===== config.mk =====
export PLATFORM = sky130hd
export DESIGN_NAME = cbt_queue
export DESIGN_NICKNAME = d
export VERILOG_FILES = /design/src/hw/rtl/cbt_pkg.sv /design/src/hw/rtl/cbt_queue.sv
export SDC_FILE = /design/constraint.sdc
export NUM_CORES = 1
export LEC_CHECK = 0
export ABC_AREA = 0
export BUFFER_PORTS_ARGS = -buffer_cell sky130_fd_sc_hd__buf_4
export CELL_PAD_IN_SITES_DETAIL_PLACEMENT = 0
export CELL_PAD_IN_SITES_GLOBAL_PLACEMENT = 1
export CORE_ASPECT_RATIO = 1.1
export CORE_MARGIN = 4
export CORE_UTILIZATION = 40
export DETAILED_ROUTE_END_ITERATION = 6
export GPL_ROUTABILITY_DRIVEN = 0
export PLACE_DENSITY = 0.84
export SLEW_MARGIN = 20
export SYNTH_ARGS = -nofsm -noshare
export SYNTH_HDL_FRONTEND = slang
export SYNTH_SLANG_ARGS = --single-unit
export TNS_END_PERCENT = 20

===== constraint.sdc =====
create_clock -name clock -period 6 [get_ports clock]
set_input_delay 0.3 -clock clock [delete_from_list [all_inputs] [get_ports clock]]
set_output_delay 0.3 -clock clock [all_outputs]
set_load 0.01 [all_outputs]

===== src/hw/rtl/cbt_pkg.sv =====
// Shared types, widths and constants of the cubic Bezier tessellator.
// Holds the Bernstein weight table, which is built at elaboration time.
// No dependencies.
package cbt_pkg;

   localparam int SEGMENTS = 32;
   localparam int SEG_LAST = SEGMENTS - 1;
   localparam int IDX_W = $clog2(SEGMENTS);

   localparam int COORD_W = 16;
   localparam int WEIGHT_W = 17;
   localparam int TERM_W = COORD_W + WEIGHT_W + 1;
   localparam int SUM_W = TERM_W + 2;
   localparam int SIZE_W = 12;
   localparam int SCALED_W = SUM_W + SIZE_W + 1;
   localparam int PIX_SHIFT = 26;
   localparam int SHIFTED_W = SCALED_W - PIX_SHIFT;
   localparam int PIX_W = 18;
   localparam int VIDX_W = 5;

   localparam int QUEUE_DEPTH = 2;
   localparam int QPTR_W = $clog2(QUEUE_DEPTH);
   localparam int QCNT_W = $clog2(QUEUE_DEPTH + 1);

   localparam int CSR_IDX_W = 2;

   typedef enum logic [CSR_IDX_W-1:0] {
      CSR_FRAME_WIDTH  = 2'd0,
      CSR_FRAME_HEIGHT = 2'd1
   } csr_index_type;

   // Packed so that start_x lands in the lowest bits of the stream word.
   typedef struct packed {
      logic signed [COORD_W-1:0] end_y;
      logic signed [COORD_W-1:0] end_x;
      logic signed [COORD_W-1:0] pull_b_y;
      logic signed [COORD_W-1:0] pull_b_x;
      logic signed [COORD_W-1:0] pull_a_y;
      logic signed [COORD_W-1:0] pull_a_x;
      logic signed [COORD_W-1:0] start_y;
      logic signed [COORD_W-1:0] start_x;
   } curve_type;

   typedef struct packed {
      logic      valid;
      curve_type curve;
   } head_type;

   typedef logic [3:0][WEIGHT_W-1:0] weight_set_type;
   typedef weight_set_type [SEGMENTS-1:0] weight_table_type;

   localparam longint unsigned WEIGHT_DEN = longint'(SEG_LAST) * SEG_LAST * SEG_LAST;
   localparam longint unsigned WEIGHT_DEN2 = 2 * WEIGHT_DEN;
   localparam longint unsigned WEIGHT_ONE2 = 2 * 65536;

   // Each weight is the exact rational value rounded to nearest, ties up, in Q1.16.
   function automatic weight_table_type build_weight_table();
      weight_table_type tbl;
      longint unsigned  iv;
      longint unsigned  jv;
      for (int i = 0; i < SEGMENTS; i++) begin
         iv = longint'(i);
         jv = longint'(SEG_LAST) - iv;
         tbl[i][0] = WEIGHT_W'((jv * jv * jv * WEIGHT_ONE2 + WEIGHT_DEN) / WEIGHT_DEN2);
         tbl[i][1] = WEIGHT_W'((3 * jv * jv * iv * WEIGHT_ONE2 + WEIGHT_DEN) / WEIGHT_DEN2);
         tbl[i][2] = WEIGHT_W'((3 * jv * iv * iv * WEIGHT_ONE2 + WEIGHT_DEN) / WEIGHT_DEN2);
         tbl[i][3] = WEIGHT_W'((iv * iv * iv * WEIGHT_ONE2 + WEIGHT_DEN) / WEIGHT_DEN2);
      end
      return tbl;
   endfunction

   localparam weight_table_type WEIGHT_TABLE = build_weight_table();

endpackage


===== src/hw/rtl/cbt_queue.sv =====
// Short queue of accepted curves between the input side and the evaluator.
// Depends on cbt_pkg.
module cbt_queue (
   input  logic              clock,
   input  logic              reset,
   input  logic              push,
   input  cbt_pkg::curve_type push_curve,
   output logic              not_full,
   input  logic              pop,
   output cbt_pkg::head_type head
);

   cbt_pkg::curve_type mem_ff [cbt_pkg::QUEUE_DEPTH];
   logic [cbt_pkg::QPTR_W-1:0] wr_ptr_ff, wr_ptr_in;
   logic [cbt_pkg::QPTR_W-1:0] rd_ptr_ff, rd_ptr_in;
   logic [cbt_pkg::QCNT_W-1:0] count_ff, count_in;

   always_comb begin
      wr_ptr_in = wr_ptr_ff;
      rd_ptr_in = rd_ptr_ff;
      count_in  = count_ff;
      if (push) begin
         wr_ptr_in = (wr_ptr_ff == cbt_pkg::QPTR_W'(cbt_pkg::QUEUE_DEPTH - 1)) ?
                     '0 : wr_ptr_ff + 1'b1;
      end
      if (pop) begin
         rd_ptr_in = (rd_ptr_ff == cbt_pkg::QPTR_W'(cbt_pkg::QUEUE_DEPTH - 1)) ?
                     '0 : rd_ptr_ff + 1'b1;
      end
      if (push && !pop) begin
         count_in = count_ff + 1'b1;
      end else if (pop && !push) begin
         count_in = count_ff - 1'b1;
      end
   end

   always_ff @(posedge clock) begin
      if (reset) begin
         wr_ptr_ff <= '0;
         rd_ptr_ff <= '0;
         count_ff  <= '0;
      end else begin
         wr_ptr_ff <= wr_ptr_in;
         rd_ptr_ff <= rd_ptr_in;
         count_ff  <= count_in;
      end
   end

   always_ff @(posedge clock) begin
      if (push) begin
         mem_ff[wr_ptr_ff] <= push_curve;
      end
   end

   assign not_full   = (count_ff != cbt_pkg::QCNT_W'(cbt_pkg::QUEUE_DEPTH));
   assign head.valid = (count_ff != '0);
   assign head.curve = mem_ff[rd_ptr_ff];

   a_pop_needs_entry : assert property (@(posedge clock) disable iff (reset)
      pop |-> head.valid)
      else $error("queue popped while empty");

   a_count_bounded : assert property (@(posedge clock) disable iff (reset)
      count_ff <= cbt_pkg::QCNT_W'(cbt_pkg::QUEUE_DEPTH))
      else $error("queue count beyond depth");

   a_push_tracks_count : assert property (@(posedge clock) disable iff (reset)
      (push && !pop) |=> (count_ff == $past(count_ff) + 1'b1))
      else $error("queue count missed a push");

endmodule


* After elaboration in Yosys (flattened, before gate mapping) *
Memories as Yosys holds them, arrays and structs flattened. A register that Yosys moved wholly into a read port is not among the register bits.
Cells that the tools add are included.

operators by class
  add/sub/neg operators = 4
  eq/ne operators = 1
  mux-type cells = 8
  reduce and logical (&&, ||, !) cells = 6

operators by type and width
  kind                   count
  $mux W1                6
  $mux W2                2
  $reduce_bool A2 Y1     2
  $add A1 B1 Y1 const B  2
  $add A2 B1 Y2 const B  1
  $logic_and A1 B1 Y1    2
  $logic_not A1 Y1       2
  $ne A2 B2 Y1 const B   1
  $sub A2 B1 Y2 const B  1

word-level totals
  flip-flop bits (word level) = 4
  memory bits (writable) = 256
  logic and storage cells = 23
  memories = 1

memory list
  memory  depth  width  rd ports  clocked after memory_dff  wr ports  line             RTL
  mem_ff  2      128    1         1                         1         cbt_queue.sv:13  cbt_pkg::curve_type mem_ff [cbt_pkg::QUEUE_DEPTH];

* Logic depth before layout (Yosys ltp) *
Gate-level depths: netlist (run 1).

  depth in word-level cells = 4
  depth in mapped cells = 5

* Worst setup path before layout (run 1) *
No wires, ideal clock.

  path kind = register to register
  from = register wr_ptr_ff
  to = memory mem_ff[0][0] (netlist name), enable pin
  library setup time = 632 ps
  arrival = 5,985 ps
  slack = -617 ps
  cell stages (with the launch flop) = 2
  clock period less this slack = 6,617 ps
  path through = dfxtp_1 nor2b_1

RTL lines
  what                      line             RTL
  start: declaration        cbt_queue.sv:14  logic [cbt_pkg::QPTR_W-1:0] wr_ptr_ff, wr_ptr_in;
  start signal: assignment  cbt_queue.sv:43  wr_ptr_ff <= wr_ptr_in;
  end: declaration          cbt_queue.sv:13

Straight into the memory's write port.

==> summary.txt, run 1 <==
Outcome
  – Status: completed

Timing
  – Final hold slack: 0.0711 ns
  – Clock skew: 0.00997 ns
  – Minimum clock period after layout: 3.21 ns
  – Total Neg Setup Slack: 0 ns
  – F_max: 0.312 GHz
  – Fin crit share: 0.535
  – Setup ws final: 2.79 ns
  – Fin. max-slew vios: 0
  – Actual slew at the worst max-slew pin: 1.09 ns
  – Setup violators final: 0
  – Slew headroom: 0.274
  – RSZ-0062 raised after global routing: false
  – Final hold violation count: 0

Global route
  – Largest net degree at the start of global routing: 83
  – Vias in the first global route: 5943
  – Initial antenna violation count: 1
  – GRT Total Usage: 0.150
  – Gr ovfl total: 0
  – First-pass GRT wire length: 31500 um

Floorplan
  – Die X: 155 um
  – Cell row count: 58
  – I/O pin cnt: 262
  – Die ar.: 26300 sq um
  – Die H: 170 um
  – Core area: 23100 sq um
  – Initial Utilization: 0.410

Synth
  – Synth Area in Compound Gates: 0.00105
  – Mapped Nets: 553
  – Post-synth ARST share: 0
  – Yosys reg bits: 261
  – Sequential area share after synthesis: 0.820
  – Post-synthesis cell type count: 16
  – Simple-gate share of the synthesized area: 0.00488
  – Mapped cell area: 9490 sq um
  – EDFF count, synth: 256
  – Synth Area in XOR/XNOR: 0.00369
  – Syn Inst Count: 420
  – Mean post-synth cell area: 22.6 sq um
  – Top FF cell, synth: edfxtp_1
  – Mux contribution to synthesized area: 0.152
  – Yosys warns: 0
  – Largest family of logic cells by synthesized area: multiplexers
  – Adder-Cell Fraction of Synth Area: 0.00132

Drt
  – 1st-iter DRT viols: 178
  – Drt wl/cell: 18.1 um
  – Final wirelength: 20800 um
  – DR vias/cell: 4.65
  – Vias: 5330
  – First-pass DRT Iterations: 4
  – Antenna Nets Post-Route: 0
  – DRC: 0

Placement
  – Inst Count DP: 971
  – DP Area: 11700 sq um
  – Port Buffer Count: 261
  – Dpl ws: 3.30 ns
  – Post-DP HPWL: 13000 um

Clocking
  – PostCTS Resize Cnt: 0
  – Clock sink count: 261
  – Worst-Skew Late Latency: 0.51 ns
  – Clock Tree Buf Depth: 3
  – CTS Buf Count: 26
  – Clk root buf: clkbuf_16
  – CTS tree: yes
  – Clk pin slew, worst setup/hold paths: 0.06 ns
  – H-tree depth: 1

Layout
  – Most common cell after layout, fill and taps aside: buf_4
  – Proportion of layout cells with a drive suffix above 1: 0.511
  – Ant diodes: 0
  – Area delta synth->final: 45.6%
  – Design Area, Final: 13800 sq um
  – Post-Layout Cell Count: 1147
  – Final nets: 961
  – Highest-count cells in the layout ignoring fill and taps: buf_4 (264), edfxtp_1 (256), dlygate4sd3_1 (129), mux2_2 (128), clkbuf_16 (27)
  – Util after Layout: 0.597

Hold path
  – Hold Path Class: in2reg

Power
  – VDD IR-drop max: 0.256 mV
  – Total Power: 4.27 mW
  – Pleak: 5.19 nW
  – Power Density: 309 nW/um^2

Setup path
  – CP required: 5.70 ns
  – Crit path max fanout: 80
  – CP Data Arrival Time: 2.91 ns
  – Setup crit start kind: register
  – Crit. End Element: output port
  – Setup Crit Path Kind: reg2out

Run
  – # Max-Cap Violations: 0
[synth_stat cells (2+ instances only)]
cell,number,share of area
edfxtp_1,256,0.81
mux2_2,128,0.15
buf_6,14,0.017
dfxtp_1,5,0.011
nor2_1,4,0.0016
xnor2_1,2,0.0018
xor2_1,2,0.0018
[sequential cells by signal, indices dropped and copies added, names as in the netlist, named ones only]
| register | flops |
|---|---|
| rd_ptr_ff | 1 |
| mem_ff | 256 |
| count_ff | 2 |
| wr_ptr_ff | 1 |
[cell families (layout without fill, tap and decap cells)]
family                   after synthesis  count (layout)
AO/OA/AOI/OAI                          2               2
XOR/XNOR                               4               4
adder cells (fa/ha/maj)                1               1
buffers and inverters                 15             442
flip-flops                           261             261
multiplexers                         128             128
AND/OR/NAND/NOR                        9               9
[power breakdown]
group	switching, mW	internal (mW)
combinational	0.240	0.326
clock	0.629	0.901
sequential	0.0466	2.13
total	0.916	3.36
[final timing paths]
kind / slack, ns / to / startpoint / cells after the start
min: 0.07 / register / pop / 3
max: 2.79 / head[55] / register / 3
min reg2reg: 0.50 / count_ff[1] / count_ff[1] / 2
max reg2reg: 3.58 / mem_ff[1][19] / wr_ptr_ff / 2
[timing repair]
item	CTS	global route
endpoints found under the hold margin	261	0
setup buffers	0	0
hold buffers	129	0
[per-layer routing]
layer	GRT usage	vias to the layer above	share of wire
met1	0.171	2606	0.37
met2	0.280	200	0.54
met4	0.0373	2	0.018
li1	-	2484	-
met3	0.0426	38	0.076
met5	0	-	0.00058
[worst max-delay path: stages, from the launching register on]
cell and delay [ns]:
dfxtp_4 1.05, buf_4 0.68, mux2_2 0.42, buf_4 0.15
[cell type report]
type | count | area [sq um]
Clock buffer | 31 | 691
Tap cell | 300 | 375
Multi-Input combinational cell | 144 | 1560
Inverter | 1 | 3.75
Timing Repair Buffer | 394 | 3280
Fill cell | 1640 | 9330
Clock inverter | 16 | 124
Sequential cell | 261 | 7790
No activity file was read; power rests on OpenSTA's default activity.
==> inputs of run 2 (changes only) <==
CORE_UTILIZATION = 44   (was 40)
PLACE_DENSITY = 0.87   (was 0.84)
clock period = 3.3 ns   (was 6 ns; I/O delays follow)
==> run 2 against run 1 <==
Against the previous run: sequential power up 81%; combinational power up 87%; die area down 8.7%; critical path depth unchanged; core utilization up 5.6 points; non-clock buffer count up 7; global-route usage up 1.8 points; final cell count about the same; total power up 84%; critical endpoint is now head[8]; highest routed layer unchanged.
==> summary.txt, run 2 (same netlist as run 1, synthesis figures left out) <==
Outcome
  – Status: completed

Layout
  – Area delta synth->final: 46.6%
  – Top Registers: mem_ff: 256 flops, count_ff: 2 flops
  – Footprint of the multi-input gates: 1560 sq um (unchanged)
  – Proportion of layout cells with a drive suffix above 1: 0.512 (about the same)
  – Most common cell after layout, fill and taps aside: buf_4
  – Biggest register: mem_ff
  – Design Area, Final: 13900 sq um (+0.70%)
  – Highest-count cells in the layout ignoring fill and taps: buf_4 (267), edfxtp_1 (256), dlygate4sd3_1 (132), mux2_2 (128), clkbuf_16 (27)
  – Number of flip-flops in the largest register: 256 (unchanged)
  – Reg area: 7790 sq um (unchanged)
  – Filler instances: 1447 (-12%)
  – Final nets: 968 (+0.73%)

Clocking
  – Clock Tree Buf Depth: 3 (unchanged)
  – Setup Buffers After CTS: 0 (unchanged)
  – Clk pin slew, worst setup/hold paths: 0.06 ns (about the same)
  – CTS tree: yes
  – H-tree depth: 1 (unchanged)
  – CTS Hold Bufs: 132 (+2.3%)
  – Clock sink count: 261 (unchanged)
  – CTS Buf Count: 26 (unchanged)
  – Worst-Skew Late Latency: 0.52 ns (about the same)
  – Clk root buf: clkbuf_16
  – PostCTS Resize Cnt: 0 (unchanged)

Hold path
  – Hold path start: push_curve[47]
  – Hold Path Class: in2reg

Timing
  – Setup ws final: 0.874 ns (-1.92 ns)
  – Final hold slack: 0.373 ns (+0.302 ns)
  – Fin. max-slew vios: 0 (unchanged)
  – Slew headroom: 0.512 (+0.238)
  – F_max: 0.412 GHz
  – Final hold violation count: 0 (unchanged)
  – Minimum clock period after layout: 2.43 ns
  – Fin crit share: 0.735
  – Clock skew: 0.0120 ns (+0.00201 ns)
  – Actual slew at the worst max-slew pin: 0.732 ns (-0.356 ns)
  – Setup violators final: 0 (unchanged)
  – RSZ-0062 raised after global routing: false

Power
  – P_sw: 1.68 mW (+83%)
  – Switching fraction of total power: 0.213 (-0.000960)
  – VDD IR-drop max: 0.426 mV (+67%)
  – Power Density: 565 nW/um^2 (+83%)
  – Clock Power Share: 0.364 (+0.006)
  – P_int: 6.19 mW (+84%)
  – Seq pwr share: 0.501 (-0.008)
  – Combinational share of power: 0.135 (+0.002)
  – Pleak: 5.25 nW (+1.0%)
  – Total Power: 7.87 mW (+84%)

Placement
  – DP Area: 11800 sq um (+0.36%)
  – Post-DP HPWL: 13300 um (+2.9%)
  – Port Buffer Count: 261 (unchanged)
  – Dpl ws: 1.37 ns (-1.92 ns)

Global route
  – Vias in the first global route: 5964 (+0.35%)
  – Initial antenna violation count: 4 (+3)
  – First-pass GRT wire length: 31900 um (+1.2%)
  – Largest net degree at the start of global routing: 54 (-35%)
  – GRT Total Usage: 0.168 (+0.0179)
  – Gr ovfl total: 0 (unchanged)

Floorplan
  – Die H: 162 um (-4.4%)
  – I/O pin cnt: 262 (unchanged)
  – Die X: 148 um (-4.4%)
  – Core area: 21300 sq um (-8.0%)
  – Initial Utilization: 0.446 (+0.0356)
  – Cell row count: 56 (-3.4%)
  – Die ar.: 24000 sq um (-8.7%)

Drt
  – Vias: 5361 (+0.58%)
  – 1st-iter DRT viols: 194 (+9.0%)
  – First-pass DRT Iterations: 4 (unchanged)
  – Antenna Nets Post-Route: 0 (unchanged)
  – Final wirelength: 20900 um (+0.73%)
  – Drt wl/cell: 18.3 um (+0.82%)
  – DR vias/cell: 4.68 (+0.67%)
  – DRC: 0 (unchanged)

Setup path
  – RR Startpoint: wr_ptr_ff
  – Crit path max fanout: 43 (-46%)
  – CP Data Arrival Time: 2.26 ns (-0.65 ns)
  – Setup Crit Path Kind: reg2out
  – Crit. End Element: output port
  – CP required: 3.13 ns (-2.57 ns)
  – Setup crit start kind: register

Run
  – # Max-Cap Violations: 0 (unchanged)
run 2: cell count changes in the layout (fill, tap and decap cells not counted), sizes merged:
cell,previous run,this run
bufinv,2,3
clkinvlp,1,0
clkbuf,31,30
buf,265,269
clkinv,13,14
diode,0,2
dlygate4sd3,129,132
run 2: per-stage QoR:
stage,cells,TNS (ns),utilization
2_1_floorplan,420,-69.93,-
3_3_place_gp,965,0,0.552
3_5_place_dp,965,0,0.552
4_1_cts,1144,0,0.653
5_1_grt,1145,0,0.653
6_report,1146,0,0.654
run 2: final cells by class:
cell class,instances,share of cell area
Tap cell,290,0.0261
Clock buffer,30,0.0493
Sequential cell,261,0.560
Timing Repair Buffer,401,0.242
Multi-Input combinational cell,144,0.112
Clock inverter,17,0.0108
Antenna cell,2,0.000360
Inverter,1,0.000270
run 2: worst max-delay path, stage by stage (launching register included):
cell     delay, ns
dfxtp_4       0.73
buf_4         0.42
mux2_2        0.39
buf_4         0.16
run 2: power by group through the flow:
stage / clock network (mW) / registers, mW / logic (mW)
after floorplan: 0 / 3.98 / 0.471
after global placement: 0 / 4.00 / 0.906
after detailed placement: 0 / 4.01 / 0.933
after CTS: 2.93 / 3.94 / 1.07
after global routing: 3.09 / 3.96 / 1.13
final: 2.86 / 3.94 / 1.06
run 2: path summary, 6_finish.rpt:
check             cells past startpoint       endpoint  slack, ns
setup / recovery                      3        head[8]       0.87
hold reg to reg                       2      rd_ptr_ff       0.52
setup reg to reg                      2  mem_ff[1][10]       1.43
hold / removal                        2  mem_ff[1][47]       0.37
run 2: per-layer routing:
metal,vias to the layer above,track usage,wire length (um)
met1,2625,0.194,7770
li1,2500,-,-
met2,192,0.309,11300
met3,40,0.0438,1370
met5,-,0,26
met4,4,0.0470,444
==> inputs of run 3 (changes only) <==
clock period = 2.3 ns   (was 3.3 ns; I/O delays follow)
==> run 3 against run 2 <==
Against the previous run: wire length is 0.35% higher; critical path type unchanged; largest power group unchanged; highest routed layer is now met4; sequential share of layout area down 0.15 points; setup slack lost 0.49 ns; first-iteration DRC count grew 12%.
==> summary.txt, run 3 (same netlist as run 1, synthesis figures left out) <==
Floorplan
  – Initial Utilization: 0.446 (unchanged)
  – Die X: 148 um (unchanged)
  – Die H: 162 um (unchanged)
  – Core area: 21300 sq um (unchanged)
  – Cell row count: 56 (unchanged)
  – Die ar.: 24000 sq um (unchanged)
  – I/O pin cnt: 262 (unchanged)

Hold path
  – WHS Endpoint: mem_ff[0][116]
  – Hold Path Class: in2reg
  – Hold path start: push_curve[116]
  – Worst hold stages: 2 (unchanged)

Clocking
  – CTS Hold Bufs: 132 (unchanged)
  – Setup Buffers After CTS: 0 (unchanged)
  – H-tree depth: 1 (unchanged)
  – PostCTS Resize Cnt: 0 (unchanged)
  – Clk root buf: clkbuf_16
  – Clk pin slew, worst setup/hold paths: 0.06 ns (about the same)
  – Worst-Skew Late Latency: 0.50 ns (-0.02 ns)
  – CTS Buf Count: 25 (-3.8%)
  – CTS tree: yes
  – Clock Tree Buf Depth: 3 (unchanged)
  – Clock sink count: 261 (unchanged)

Timing
  – Final hold violation count: 0 (unchanged)
  – F_max: 0.521 GHz
  – Total Neg Setup Slack: 0 ns (unchanged)
  – Minimum clock period after layout: 1.92 ns
  – Fin. max-slew vios: 0 (unchanged)
  – RSZ-0062 raised after global routing: false
  – Clock skew: 0.0108 ns (-0.00115 ns)
  – Fin crit share: 0.834
  – Actual slew at the worst max-slew pin: 0.507 ns (-0.225 ns)
  – Final hold slack: 0.328 ns (-0.0457 ns)
  – Slew headroom: 0.662 (+0.150)
  – Setup violators final: 0 (unchanged)

Setup path
  – Setup crit start kind: register
  – Crit-path slowest cell: mux2_2
  – Crit path max fanout: 63 (+47%)
  – Crit path cell chain: buf_12, mux2_2, buf_4
  – FF-to-FF path depth: 2 (unchanged)
  – Buf/Inv on CP: 2 (unchanged)
  – CP Data Arrival Time: 1.80 ns (-0.46 ns)
  – Crit. End Element: output port
  – CP required: 2.18 ns (-0.95 ns)
  – Largest stage delay, worst path: 0.40 ns (-0.33 ns)
  – CP delay by family, top: buffers and inverters
  – FF-to-FF End: mem_ff[1][93]
  – RR Startpoint: wr_ptr_ff
  – Setup Crit Path Kind: reg2out
  – Flop-to-flop setup slack: 0.81 ns (-0.62 ns)

Drt
  – Antenna Nets Post-Route: 0 (unchanged)
  – DR vias/cell: 4.72 (+0.88%)
  – Final wirelength: 21000 um (+0.35%)
  – DRC: 0 (unchanged)
  – Vias: 5413 (+0.97%)
  – 1st-iter DRT viols: 218 (+12%)
  – Drt wl/cell: 18.3 um (+0.26%)
  – First-pass DRT Iterations: 4 (unchanged)

Layout
  – Area delta synth->final: 47.0%
  – Final nets: 970 (+0.21%)
  – Most common cell after layout, fill and taps aside: buf_4
  – Util after Layout: 0.655 (+0.00182)
  – Number of flip-flops in the largest register: 256 (unchanged)
  – Highest-count cells in the layout ignoring fill and taps: buf_4 (266), edfxtp_1 (256), dlygate4sd3_1 (132), mux2_2 (128), clkbuf_16 (25)
  – Post-Layout Cell Count: 1147 (+0.087%)
  – Biggest register: mem_ff
  – Filler instances: 1391 (-3.9%)
  – Proportion of layout cells with a drive suffix above 1: 0.516 (+0.00408)
  – Top Registers: mem_ff: 256 flops, count_ff: 2 flops

Placement
  – Post-DP HPWL: 12900 um (-3.7%)
  – Port Buffer Count: 261 (unchanged)
  – Inst Count DP: 968 (+0.31%)

Power
  – Pleak: 5.24 nW (-0.16%)
  – VDD IR-drop max: 0.605 mV (+42%)
  – Power Density: 801 nW/um^2 (+42%)
  – Total Power: 11.2 mW (+42%)

Global route
  – Initial antenna violation count: 2 (-2)
  – Gr ovfl total: 0 (unchanged)
  – First-pass GRT wire length: 32000 um (+0.19%)
  – GRT Total Usage: 0.168 (-0.000424)
  – Largest net degree at the start of global routing: 70 (+30%)
  – Vias in the first global route: 5983 (+0.32%)

Outcome
  – Status: completed

Run
  – # Max-Cap Violations: 0 (unchanged)
## run 3: power by group
group / leakage [nW] / total [mW] / switching, mW / internal (mW)
sequential: 2.45 / 5.62 / 0.0712 / 5.55
clock: 0.375 / 3.98 / 1.64 / 2.34
combinational: 2.42 / 1.58 / 0.691 / 0.887
## run 3: worst max-delay path by stage
stage,start,end,slack [ns],cells after the start
finish,register,head[56],0.38,3
CTS,register,head[112],0.36,3
global route,register,head[56],0.32,3
detailed placement,wr_ptr_ff,mem_ff[1][92],0.79,2
global placement,wr_ptr_ff,mem_ff[1][92],0.83,2
floorplan,wr_ptr_ff,mem_ff[0][0],-0.35,1
## run 3: cell type report
type                            count  area [sq um]  share of cell area
Multi-Input combinational cell    144          1560               0.111
Antenna cell                        2          5.00            0.000359
Tap cell                          290           363              0.0260
Inverter                            1          3.75            0.000269
Clock buffer                       31           648              0.0464
Sequential cell                   261          7790               0.558
Timing Repair Buffer              404          3440               0.246
Clock inverter                     14           154              0.0110
## run 3: metrics by stage
step,setup WS (ns),area (sq um)
final,0.382,14000
after global routing,0.320,14000
after CTS,0.364,14000
after detailed placement,0.795,11800
after global placement,0.833,11800
after floorplan,-0.345,9500
## run 3: per-layer routing
metal,global-route usage,vias up,part of all wire,wire length [um]
met5,0,-,0,0
met4,0.0538,0,0.029,603
met3,0.0379,47,0.063,1320
met2,0.308,214,0.53,11100
met1,0.195,2642,0.38,7960
li1,-,2510,-,-
